**config.mk**
```make
export PLATFORM = sky130hd
export DESIGN_NAME = bresenham_line_stepper
export DESIGN_NICKNAME = d
export VERILOG_FILES = /design/src/hw/rtl/bls_pkg.sv /design/src/hw/rtl/bls_core.sv /design/src/hw/rtl/bresenham_line_stepper.sv
export SDC_FILE = /design/constraint.sdc
export NUM_CORES = 1
export LEC_CHECK = 0
export BUFFER_PORTS_ARGS = -buffer_cell sky130_fd_sc_hd__buf_2
export CORE_MARGIN = 4
export CORE_UTILIZATION = 57
export DETAILED_ROUTE_END_ITERATION = 8
export GPL_TIMING_DRIVEN = 0
export PLACE_DENSITY = 0.76
export SYNTH_ARGS = -nofsm -noshare
export SYNTH_HDL_FRONTEND = slang
export SYNTH_SLANG_ARGS = --single-unit
```
**constraint.sdc**
```tcl
create_clock -name aclk -period 23.7 [get_ports aclk]
set_input_delay 3.555 -clock aclk [delete_from_list [all_inputs] [get_ports aclk]]
set_output_delay 3.555 -clock aclk [all_outputs]
set_load 0.01 [all_outputs]
```
**src/hw/rtl/bls_pkg.sv**
```systemverilog
// Package for the Bresenham line stepper: coordinate widths, the item and
// pixel structs and the status struct passed from the core to the top level.
// No dependencies.
package bls_pkg;

    localparam int COORD_WIDTH = 16;
    localparam int DELTA_WIDTH = COORD_WIDTH + 1;
    localparam int DEC_WIDTH   = COORD_WIDTH + 4;
    localparam int COLOR_WIDTH = 24;

    localparam logic MODE_LOAD = 1'b0;
    localparam logic MODE_STEP = 1'b1;

    typedef struct packed {
        logic                          mode;
        logic signed [COORD_WIDTH-1:0] start_x;
        logic signed [COORD_WIDTH-1:0] start_y;
        logic signed [COORD_WIDTH-1:0] end_x;
        logic signed [COORD_WIDTH-1:0] end_y;
        logic [COLOR_WIDTH-1:0]        line_color;
    } item_t;

    typedef struct packed {
        logic signed [COORD_WIDTH-1:0] pixel_x;
        logic signed [COORD_WIDTH-1:0] pixel_y;
        logic [COLOR_WIDTH-1:0]        pixel_color;
        logic                          last_pixel;
    } pixel_t;

    typedef struct packed {
        logic active;
        logic emit;
    } core_status_t;

endpackage

```
**src/hw/rtl/bls_core.sv**
```systemverilog
// Line state and per-item logic of the Bresenham line stepper: octant setup
// on a load item, one pixel and one decision update on a step item.
// Depends on bls_pkg.
module bls_core import bls_pkg::*; (
    input  logic         aclk,
    input  logic         aresetn,
    input  logic         fire_i,
    input  item_t        item_i,
    output pixel_t       pix_o,
    output core_status_t status_o
);

    logic                          active_reg, active_next;
    logic                          steep_reg, steep_next;
    logic signed [COORD_WIDTH-1:0] major_pos_reg, major_pos_next;
    logic signed [COORD_WIDTH-1:0] minor_pos_reg, minor_pos_next;
    logic signed [COORD_WIDTH-1:0] major_stop_reg, major_stop_next;
    logic [DELTA_WIDTH-1:0]        major_delta_reg, major_delta_next;
    logic [DELTA_WIDTH-1:0]        minor_delta_reg, minor_delta_next;
    logic                          minor_dir_reg, minor_dir_next;
    logic signed [DEC_WIDTH-1:0]   decision_reg, decision_next;
    logic [COLOR_WIDTH-1:0]        color_reg, color_next;

    // load setup
    logic signed [DELTA_WIDTH-1:0] dx, dy, dmin_raw, dmin;
    logic [DELTA_WIDTH-1:0]        adx, ady, majd_ld, mind_ld;
    logic                          steep_ld, swap_ld;
    logic signed [COORD_WIDTH-1:0] ma0, mi0, ma1;

    // step
    logic signed [DELTA_WIDTH-1:0] major_inc;
    logic                          last;
    logic                          emit;
    logic signed [DEC_WIDTH-1:0]   majd_ext, mind_ext;

    always_comb begin
        dx = DELTA_WIDTH'(item_i.end_x) - DELTA_WIDTH'(item_i.start_x);
        dy = DELTA_WIDTH'(item_i.end_y) - DELTA_WIDTH'(item_i.start_y);
        adx = dx[DELTA_WIDTH-1] ? -dx : dx;
        ady = dy[DELTA_WIDTH-1] ? -dy : dy;
        // a tie in length counts as steep
        steep_ld = !(ady < adx);
        // swap so that the major axis counts upward
        swap_ld = steep_ld ? dy[DELTA_WIDTH-1] : dx[DELTA_WIDTH-1];
        if (steep_ld) begin
            ma0 = swap_ld ? item_i.end_y : item_i.start_y;
            ma1 = swap_ld ? item_i.start_y : item_i.end_y;
            mi0 = swap_ld ? item_i.end_x : item_i.start_x;
            majd_ld  = ady;
            dmin_raw = dx;
        end else begin
            ma0 = swap_ld ? item_i.end_x : item_i.start_x;
            ma1 = swap_ld ? item_i.start_x : item_i.end_x;
            mi0 = swap_ld ? item_i.end_y : item_i.start_y;
            majd_ld  = adx;
            dmin_raw = dy;
        end
        dmin    = swap_ld ? -dmin_raw : dmin_raw;
        mind_ld = dmin[DELTA_WIDTH-1] ? -dmin : dmin;
    end

    always_comb begin
        major_inc = DELTA_WIDTH'(major_pos_reg) + DELTA_WIDTH'(1);
        last      = !(major_inc < DELTA_WIDTH'(major_stop_reg));
        emit      = fire_i && (item_i.mode == MODE_STEP) && active_reg;
        majd_ext  = DEC_WIDTH'(major_delta_reg);
        mind_ext  = DEC_WIDTH'(minor_delta_reg);

        pix_o.pixel_x     = steep_reg ? minor_pos_reg : major_pos_reg;
        pix_o.pixel_y     = steep_reg ? major_pos_reg : minor_pos_reg;
        pix_o.pixel_color = color_reg;
        pix_o.last_pixel  = last;

        status_o.active = active_reg;
        status_o.emit   = emit;
    end

    always_comb begin
        active_next      = active_reg;
        steep_next       = steep_reg;
        major_pos_next   = major_pos_reg;
        minor_pos_next   = minor_pos_reg;
        major_stop_next  = major_stop_reg;
        major_delta_next = major_delta_reg;
        minor_delta_next = minor_delta_reg;
        minor_dir_next   = minor_dir_reg;
        decision_next    = decision_reg;
        color_next       = color_reg;
        if (fire_i && item_i.mode == MODE_LOAD) begin
            color_next       = item_i.line_color;
            steep_next       = steep_ld;
            major_pos_next   = ma0;
            major_stop_next  = ma1;
            minor_pos_next   = mi0;
            major_delta_next = majd_ld;
            minor_delta_next = mind_ld;
            minor_dir_next   = dmin[DELTA_WIDTH-1];
            decision_next    = (DEC_WIDTH'(mind_ld) <<< 1) - DEC_WIDTH'(majd_ld);
            active_next      = (majd_ld != '0);
        end else if (emit) begin
            // zero decision holds the minor axis
            if (!decision_reg[DEC_WIDTH-1] && decision_reg != '0) begin
                minor_pos_next = minor_dir_reg ? minor_pos_reg - COORD_WIDTH'(1)
                                               : minor_pos_reg + COORD_WIDTH'(1);
                decision_next  = decision_reg + ((mind_ext - majd_ext) <<< 1);
            end else begin
                decision_next  = decision_reg + (mind_ext <<< 1);
            end
            major_pos_next = major_inc[COORD_WIDTH-1:0];
            active_next    = !last;
        end
    end

    always_ff @(posedge aclk) begin
        if (!aresetn) begin
            active_reg      <= 1'b0;
            steep_reg       <= 1'b0;
            major_pos_reg   <= '0;
            minor_pos_reg   <= '0;
            major_stop_reg  <= '0;
            major_delta_reg <= '0;
            minor_delta_reg <= '0;
            minor_dir_reg   <= 1'b0;
            decision_reg    <= '0;
            color_reg       <= '0;
        end else begin
            active_reg      <= active_next;
            steep_reg       <= steep_next;
            major_pos_reg   <= major_pos_next;
            minor_pos_reg   <= minor_pos_next;
            major_stop_reg  <= major_stop_next;
            major_delta_reg <= major_delta_next;
            minor_delta_reg <= minor_delta_next;
            minor_dir_reg   <= minor_dir_next;
            decision_reg    <= decision_next;
            color_reg       <= color_next;
        end
    end

endmodule

```
**src/hw/rtl/bresenham_line_stepper.sv**
```systemverilog
// Top level of the Bresenham line stepper: input register, output register
// and stream handshake around bls_core. Depends on bls_pkg and bls_core.
//
//   channel  direction  tdata                          tuser  tlast
//   s_       in         start/end coords, line_color   mode   -
//   m_       out        pixel_x, pixel_y, pixel_color  -      last_pixel
//
// One item per clock unless the output register stalls. An item is held in the
// input register and worked in a single pass by bls_core; its pixel is valid
// on m_ from the output register. Only the output register can stall the flow,
// and only for step items that emit a pixel; loads and idle steps pass anyway.
// Synchronous active-low reset clears the line (no active line, zero state).
module bresenham_line_stepper import bls_pkg::*; (
    input  logic        aclk,
    input  logic        aresetn,
    input  logic        s_tvalid,
    output logic        s_tready,
    // [15:0] start_x, [31:16] start_y, [47:32] end_x, [63:48] end_y,
    // [87:64] line_color
    input  logic [87:0] s_tdata,
    // [0] mode
    input  logic        s_tuser,
    output logic        m_tvalid,
    input  logic        m_tready,
    // [15:0] pixel_x, [31:16] pixel_y, [55:32] pixel_color
    output logic [55:0] m_tdata,
    output logic        m_tlast
);

    logic         in_valid_reg, in_valid_next;
    item_t        in_item_reg;
    logic         out_valid_reg, out_valid_next;
    pixel_t       out_pix_reg;
    pixel_t       core_pix;
    core_status_t core_stat;
    logic         s_accept, out_space, proc_fire, needs_out;

    always_comb begin
        out_space = !out_valid_reg || m_tready;
        needs_out = (in_item_reg.mode == MODE_STEP) && core_stat.active;
        proc_fire = in_valid_reg && (!needs_out || out_space);
        s_tready  = !in_valid_reg || proc_fire;
        s_accept  = s_tvalid && s_tready;

        if (s_accept) begin
            in_valid_next = 1'b1;
        end else if (proc_fire) begin
            in_valid_next = 1'b0;
        end else begin
            in_valid_next = in_valid_reg;
        end

        if (core_stat.emit) begin
            out_valid_next = 1'b1;
        end else if (m_tready) begin
            out_valid_next = 1'b0;
        end else begin
            out_valid_next = out_valid_reg;
        end
    end

    always_ff @(posedge aclk) begin
        if (!aresetn) begin
            in_valid_reg  <= 1'b0;
            out_valid_reg <= 1'b0;
        end else begin
            in_valid_reg  <= in_valid_next;
            out_valid_reg <= out_valid_next;
        end
    end

    always_ff @(posedge aclk) begin
        if (s_accept) begin
            in_item_reg.mode       <= s_tuser;
            in_item_reg.start_x    <= s_tdata[15:0];
            in_item_reg.start_y    <= s_tdata[31:16];
            in_item_reg.end_x      <= s_tdata[47:32];
            in_item_reg.end_y      <= s_tdata[63:48];
            in_item_reg.line_color <= s_tdata[87:64];
        end
        if (core_stat.emit) begin
            out_pix_reg <= core_pix;
        end
    end

    bls_core u_core (
        .aclk     (aclk),
        .aresetn  (aresetn),
        .fire_i   (proc_fire),
        .item_i   (in_item_reg),
        .pix_o    (core_pix),
        .status_o (core_stat)
    );

    assign m_tvalid = out_valid_reg;
    assign m_tdata  = {out_pix_reg.pixel_color, out_pix_reg.pixel_y, out_pix_reg.pixel_x};
    assign m_tlast  = out_pix_reg.last_pixel;

    // a pixel is only produced when the output register can take it
    assert property (@(posedge aclk) disable iff (!aresetn)
        core_stat.emit |-> (!out_valid_reg || m_tready))
        else $error("pixel produced into a full output register");

    // a held item is never overwritten
    assert property (@(posedge aclk) disable iff (!aresetn)
        (in_valid_reg && !proc_fire) |=> (in_valid_reg && $stable(in_item_reg)))
        else $error("input register lost an item");

    // the last pixel ends the line
    assert property (@(posedge aclk) disable iff (!aresetn)
        (core_stat.emit && core_pix.last_pixel) |=> !core_stat.active)
        else $error("line still active after its last pixel");

endmodule
```
==> summary.txt, run 1 <==
DIE WIDTH: 191 µm
Outcome: complete, no violations
Setup bufs post-CTS: 0
Maximum clock rate: 0.0906 GHz
Number of flops mapped to enable cells by yosys: 146
Placement Setup Slack: 13.08 ns
Peak VDD IR: 238 µV
RSZ-0062 raised after global routing: false
Seq/Total Area, Yosys: 0.366
# IOs: 152
Cell Pwr Density: 163 mW/mm²
HPWL after DPL: 51,900 µm
Placed insts: 2,756
Max_cap viols: 0
Post-CTS Resized: 0
Met3 wire len: 5900 µm
Crit path max-delay family: compound AO/OA/AOI/OAI gates
Syn nets: 2,395
Routed WL per cell: 23.9 µm
Initial Util: 0.583
Fin cells: 2,810
Worst Max-Slew Pin Slew: 1.27 ns
Critical path endpoint category: register
Area of the multi-input gates: 0.0112 mm²
Final Hold Slack: 0.430 ns
Pleak: 8.81 nW
Die Area: 0.0366 mm²
Setup TNS Final: 0 ns
DR top layer: met4
Drt pass-1 iters: 6
Total grt overflow: 0
Area Overhead vs Synth: 12.6%
R2r startpoint: in_item_reg[40]$_DFFE_PP_
FP Rows: 66
WP data required: 24.19 ns
FF-to-FF setup slack: 12.66 ns
#FFs+latches synth: 277
Largest net degree at the start of global routing: 72
Mapped Cells: 2,162
Layout cells sized above 1: 0.125
Post-synth ARST share: 0
Final hold vios: 0
Hold crit path type: register to register
DRT met1 WL: 26,700 µm
CP max-delay cell: nor4_1
Die Y: 191 µm
CTS tree: built
FF/Latch Area: 0.00701 mm²
Tmin final: 11.04 ns
Skew-Pair Late Insertion Delay: 0.59 ns
Worst path bufs/invs: 8
DRC: 0
Mean post-synth cell area: 8.87 µm²
Critical-path maximum fanout: 10
CTS Buf Count: 29
Root buffer cell: clkbuf_16
Vias: 18,000
Filler cells: 2,805
Final WS setup: 12.66 ns
Cell Area, Placed: 0.0205 mm²
WHS Path Cells: 0
Clock skew: 0.0249 ns
R2R cell count: 38
Clk slew on worst S/H paths: 0.07 ns
Max Transition Viols Final: 0
Initial antenna violation count: 0
Max clock buf depth: 3
Relative slew slack: 0.148
DRT antenna net count: 0
Vias in the first global route: 17,300
Final setup viols: 0
R2R Path End: u_core.decision_reg[17]$_SDFFE_PN0P_
Worst hold start: u_core.color_reg[23]$_SDFFE_PN0P_
Core area: 0.0329 mm²
Number of flip-flops under the largest register name: 89
CP Launch Type: register
Total GRT Usage: 0.358
Final cycle utilization of the critical path: 0.466
Final Wtd Congestion: 0.984
Initial DRC count: 1,974
Vias per inst: 6.42
Synthesized area: 0.0192 mm²
WL met2: 30,400 µm
Critical path class: register to register
Data arrival, critical path: 11.53 ns
H-tree depth: 1
Hold_buf cts: 0
CP peak stage delay: 0.78 ns
Ant diodes: 0
End of the worst hold path: m_tdata[55]$_DFFE_PP_
Clk sink count: 277
First-pass GRT wire length: 101,000 µm
Post-Layout Inst Area: 0.0216 mm²
Yosys warning total: 0
Synth cell types: 98
Prevailing post-synth register cell: edfxtp_1
IO buf count: 151
Net count reported at finish: 2,578
Final WL: 67,100 µm
-- Yosys cell counts (22+ instances only) --
cell type / n / share of area
mux2i_1: 62 / 0.032
xor2_1: 51 / 0.023
mux2_2: 34 / 0.020
nand3_1: 50 / 0.013
o211ai_1: 22 / 0.0086
o21ai_0: 107 / 0.028
nand2_1: 244 / 0.048
dfxtp_1: 131 / 0.14
a21o_1: 29 / 0.011
clkbuf_1: 82 / 0.016
and3_1: 23 / 0.0075
nor2_1: 165 / 0.032
edfxtp_1: 146 / 0.23
nand2b_1: 25 / 0.0082
nor3_1: 36 / 0.0094
a211oi_1: 70 / 0.027
ha_1: 135 / 0.088
xnor2_1: 69 / 0.032
inv_1: 130 / 0.025
a21oi_1: 184 / 0.048
-- stage by stage --
step / power (mW) / utilization
finish: 3.51 / 0.657
global route: 3.72 / 0.657
CTS: 3.45 / 0.657
detailed placement: 2.93 / 0.624
global placement: 2.91 / 0.623
floorplan: 2.21 / -
-- worst max path at each step --
stage | slack, ns | depth (start not counted) | to | startpoint
after CTS | 13.03 | 38 | u_core.decision_reg[17]$_SDFFE_PN0P_ | in_item_reg[40]$_DFFE_PP_
after global placement | 13.14 | 38 | u_core.decision_reg[17]$_SDFFE_PN0P_ | in_item_reg[40]$_DFFE_PP_
after global routing | 12.24 | 38 | u_core.decision_reg[17]$_SDFFE_PN0P_ | in_item_reg[40]$_DFFE_PP_
after detailed placement | 13.08 | 38 | u_core.decision_reg[17]$_SDFFE_PN0P_ | in_item_reg[40]$_DFFE_PP_
after floorplan | 15.40 | 39 | u_core.decision_reg[19]$_SDFFE_PN0P_ | in_item_reg[40]$_DFFE_PP_
final | 12.66 | 38 | u_core.decision_reg[17]$_SDFFE_PN0P_ | in_item_reg[40]$_DFFE_PP_
-- cell families (layout without fill, tap and decap cells) --
logic type	after synthesis	after routing	synth area share
buffers and inverters	246	452	0.0497
AO/OA/AOI/OAI	614	614	0.219
AND/OR/NAND/NOR	668	668	0.164
flip-flops	277	277	0.366
XOR/XNOR	121	121	0.0557
adder cells (fa/ha/maj)	140	140	0.0933
multiplexers	96	96	0.0523
-- power breakdown --
group | leakage [nW] | internal, mW | switching [mW]
clock | 0.502 | 0.304 | 0.202
sequential | 2.46 | 0.550 | 0.0404
combinational | 5.85 | 0.831 | 1.58
-- layout make-up --
cell class                 instances  share of cell area
inverter                         133              0.0231
multi-input combinational       1639               0.520
sequential                       277               0.325
tap                              442              0.0256
clock inverter                    21              0.0148
timing repair buffer             152              0.0363
buffer                           113              0.0212
clock buffer                      33              0.0343
-- layout by cell type (no fill, tap or decap), types with 8 or more instances in the layout --
cell type,Yosys,routed
clkbuf_1,82,85
xnor2_1,69,69
nor4_1,15,15
o21ai_0,107,107
a211oi_1,70,70
nor3_1,36,36
ha_1,135,135
nor2b_1,15,15
a31oi_1,16,16
nand2_1,244,244
dfxtp_1,131,131
o31ai_1,17,17
o21a_1,21,21
o21bai_1,13,13
nor2_1,165,165
buf_2,9,160
o211a_1,8,8
a21oi_1,184,184
o311a_1,9,9
a21o_1,29,29
a311oi_1,11,11
edfxtp_1,146,146
xor2_1,51,51
and3_1,23,23
o211ai_1,22,22
a41oi_1,9,9
or3_1,21,21
clkbuf_16,0,29
nand2b_1,25,25
a211o_1,8,8
and2_1,19,18
or2_2,12,12
inv_1,130,130
mux2_2,34,34
nand4_1,9,9
buf_1,19,19
mux2i_1,62,62
nand3_1,50,50
-- routing by layer --
layer  vias up  global-route usage
met3       221              0.0667
met2       967               0.574
met5         -                   0
met1      8571               0.464
met4         0               0.184
li1       8268                   -
Power figures use the tool's default switching activity.
==> run 2: changes to the inputs <==
Settings changed: ABC_AREA from default to 1, CORE_UTILIZATION 57 to 56, PLACE_DENSITY 0.76 to 0.78.
Clock period 23.7 ns to 9.7 ns, I/O delays scaled along.
==> run 2 against run 1 <==
- final area increased by 2.1%
- synthesized cell count increased by 26%
- die area increased by 4.3%
- clock power increased by 130%
- global-route usage decreased by 3.5 points
- largest power group unchanged
- combinational power increased by 140%
- sequential power increased by 140%
- sequential share of layout area decreased by 0.65 points
==> summary.txt, run 2 <==
Pleak: 10.6 nW
Layout cells sized above 1: 0.0997
Yosys warning total: 0
Placed insts: 3,332
IO buf count: 150
Final setup viols: 0
Worst Max-Slew Pin Slew: 0.963 ns
Mean post-synth cell area: 7.22 µm²
Synth cell types: 63
Critical-path maximum fanout: 10
R2r startpoint: in_item_reg[24]$_DFFE_PP_
HPWL after DPL: 51,500 µm
Setup TNS Final: 0 ns
Max_cap viols: 0
Hold crit path type: register to register
CP Launch Type: register
Tmin final: 7.91 ns
Seq/Total Area, Yosys: 0.356
Net count reported at finish: 3,141
Cell Pwr Density: 378 mW/mm²
H-tree depth: 1
Worst path bufs/invs: 8
Core area: 0.0346 mm²
Critical path class: register to register
Initial antenna violation count: 0
Ant diodes: 0
Data arrival, critical path: 8.42 ns
Final WL: 63,900 µm
Prevailing post-synth register cell: edfxtp_1
DRC: 0
Critical path endpoint category: register
Clk slew on worst S/H paths: 0.06 ns
Top cell type's share of synthesized area: 0.223
R2R Path End: u_core.decision_reg[19]$_SDFFE_PN0P_
FP Rows: 68
WHS Path Cells: 0
Area Overhead vs Synth: 11.9%
Initial DRC count: 1,728
Setup bufs post-CTS: 0
Synthesized area: 0.0197 mm²
Most frequent cells after synthesis: nand2_1 (675), inv_1 (375), o21ai_0 (248)
Clock skew: 0.0131 ns
Internal: 3.88 mW
FF-to-FF setup slack: 1.79 ns
Top cells by area, synth: edfxtp_1 (22%), dfxtp_1 (13%), nand2_1 (13%), ha_1 (8.6%), inv_1 (7.2%)
Most common cell after layout, fill and taps aside: nand2_1
# IOs: 152
Largest net degree at the start of global routing: 74
Final Hold Slack: 0.422 ns
RSZ-0062 raised after global routing: false
CTS tree: built
CP max-delay cell: fa_1
Total grt overflow: 0
Relative slew slack: 0.358
Final WS setup: 1.79 ns
Skew-Pair Late Insertion Delay: 0.58 ns
Root buffer cell: clkbuf_16
Combinational share of power: 0.689
Initial Util: 0.568
Crit path max-delay family: simple AND/OR/NAND/NOR gates
Vias per inst: 5.73
Final cycle utilization of the critical path: 0.815
CP peak stage delay: 0.61 ns
Vias: 19,400
Total GRT Usage: 0.323
Hold_buf cts: 0
#FFs+latches synth: 277
Fin cells: 3,385
Peak VDD IR: 281 µV
DIE WIDTH: 195 µm
Die Area: 0.0382 mm²
Top-count cell post-synth: nand2_1
Final hold vios: 0
First-pass GRT wire length: 98,300 µm
Routed WL per cell: 18.9 µm
Post-synth ARST share: 0
CP most frequent cell: nand2_1
Commonest non-fill, non-tap cells in the layout: nand2_1 (675), inv_1 (374), o21ai_0 (248)
Drt pass-1 iters: 6
Die Y: 195 µm
DRT antenna net count: 0
Mapped Cells: 2,726
Max Transition Viols Final: 0
WP data required: 10.21 ns
End of the worst hold path: m_tdata[50]$_DFFE_PP_
Total Power: 8.32 mW
Final Wtd Congestion: 0.989
Syn nets: 2,959
Clk sink count: 277
Max clock buf depth: 3
Sw frac: 0.533
Vias in the first global route: 18,300
Number of flip-flops under the largest register name: 89
Outcome: complete, no violations
Clock power frac: 0.141
Psw: 4.44 mW
Number of flops mapped to enable cells by yosys: 146
CTS Buf Count: 29
Post-CTS Resized: 0
Maximum clock rate: 0.127 GHz
Worst hold start: u_core.color_reg[18]$_SDFFE_PN0P_
R2R cell count: 46
Placement Setup Slack: 2.02 ns
Cell taking the most area after synthesis: edfxtp_1
Seq pwr share: 0.169
-- run 2: cell type report --
type                       count  area, µm²
fill                        3118      12600
multi-input combinational   1975      10800
sequential                   277       7010
inverter                     382       1440
timing repair buffer         151        778
clock buffer                  36        752
tap                          455        569
buffer                        92        415
clock inverter                17        243
-- run 2: logic make-up after synthesis --
logic type	count (synthesis)	synth area share
and+or+nand+nor	1179	0.258
AOI/OAI and AO/OA	582	0.167
xor gates and xnor gates	74	0.0341
DFF	277	0.356
adders and majority gates	140	0.0909
buffers and inverters	474	0.0939
-- run 2: power groups by stage --
stage | Clock (mW) | Combinational [mW] | Sequential (mW)
floorplan | 0 | 4.10 | 1.40
CTS | 1.19 | 5.58 | 1.40
finish | 1.18 | 5.73 | 1.41
global placement | 0 | 5.47 | 1.43
global route | 1.24 | 6.38 | 1.41
detailed placement | 0 | 5.54 | 1.43
-- run 2: through the flow --
stage / instance area [µm²] / utilization
final: 22000 / 0.636
after global routing: 22000 / 0.636
after CTS: 22000 / 0.636
after detailed placement: 21000 / 0.607
after global placement: 21000 / 0.606
after floorplan: 19700 / -
-- run 2: metal layers --
layer  track usage  wire length (µm)  vias up
met5             0                 0        -
met4         0.105              2250        0
met3        0.0657              6060      138
met2         0.513             28400      881
met1         0.444             27100     8926
li1              -                 -     9463
-- run 2: how the worst max path moves through the flow --
stage	from	end	cells after the start
2_1_floorplan	in_item_reg[56]$_DFFE_PP_	u_core.decision_reg[18]$_SDFFE_PN0P_	47
3_3_place_gp	in_item_reg[40]$_DFFE_PP_	u_core.decision_reg[18]$_SDFFE_PN0P_	47
6_report	in_item_reg[24]$_DFFE_PP_	u_core.decision_reg[19]$_SDFFE_PN0P_	46
4_1_cts	in_item_reg[40]$_DFFE_PP_	u_core.decision_reg[19]$_SDFFE_PN0P_	45
3_5_place_dp	in_item_reg[40]$_DFFE_PP_	u_core.decision_reg[19]$_SDFFE_PN0P_	45
5_1_grt	in_item_reg[40]$_DFFE_PP_	u_core.decision_reg[18]$_SDFFE_PN0P_	46
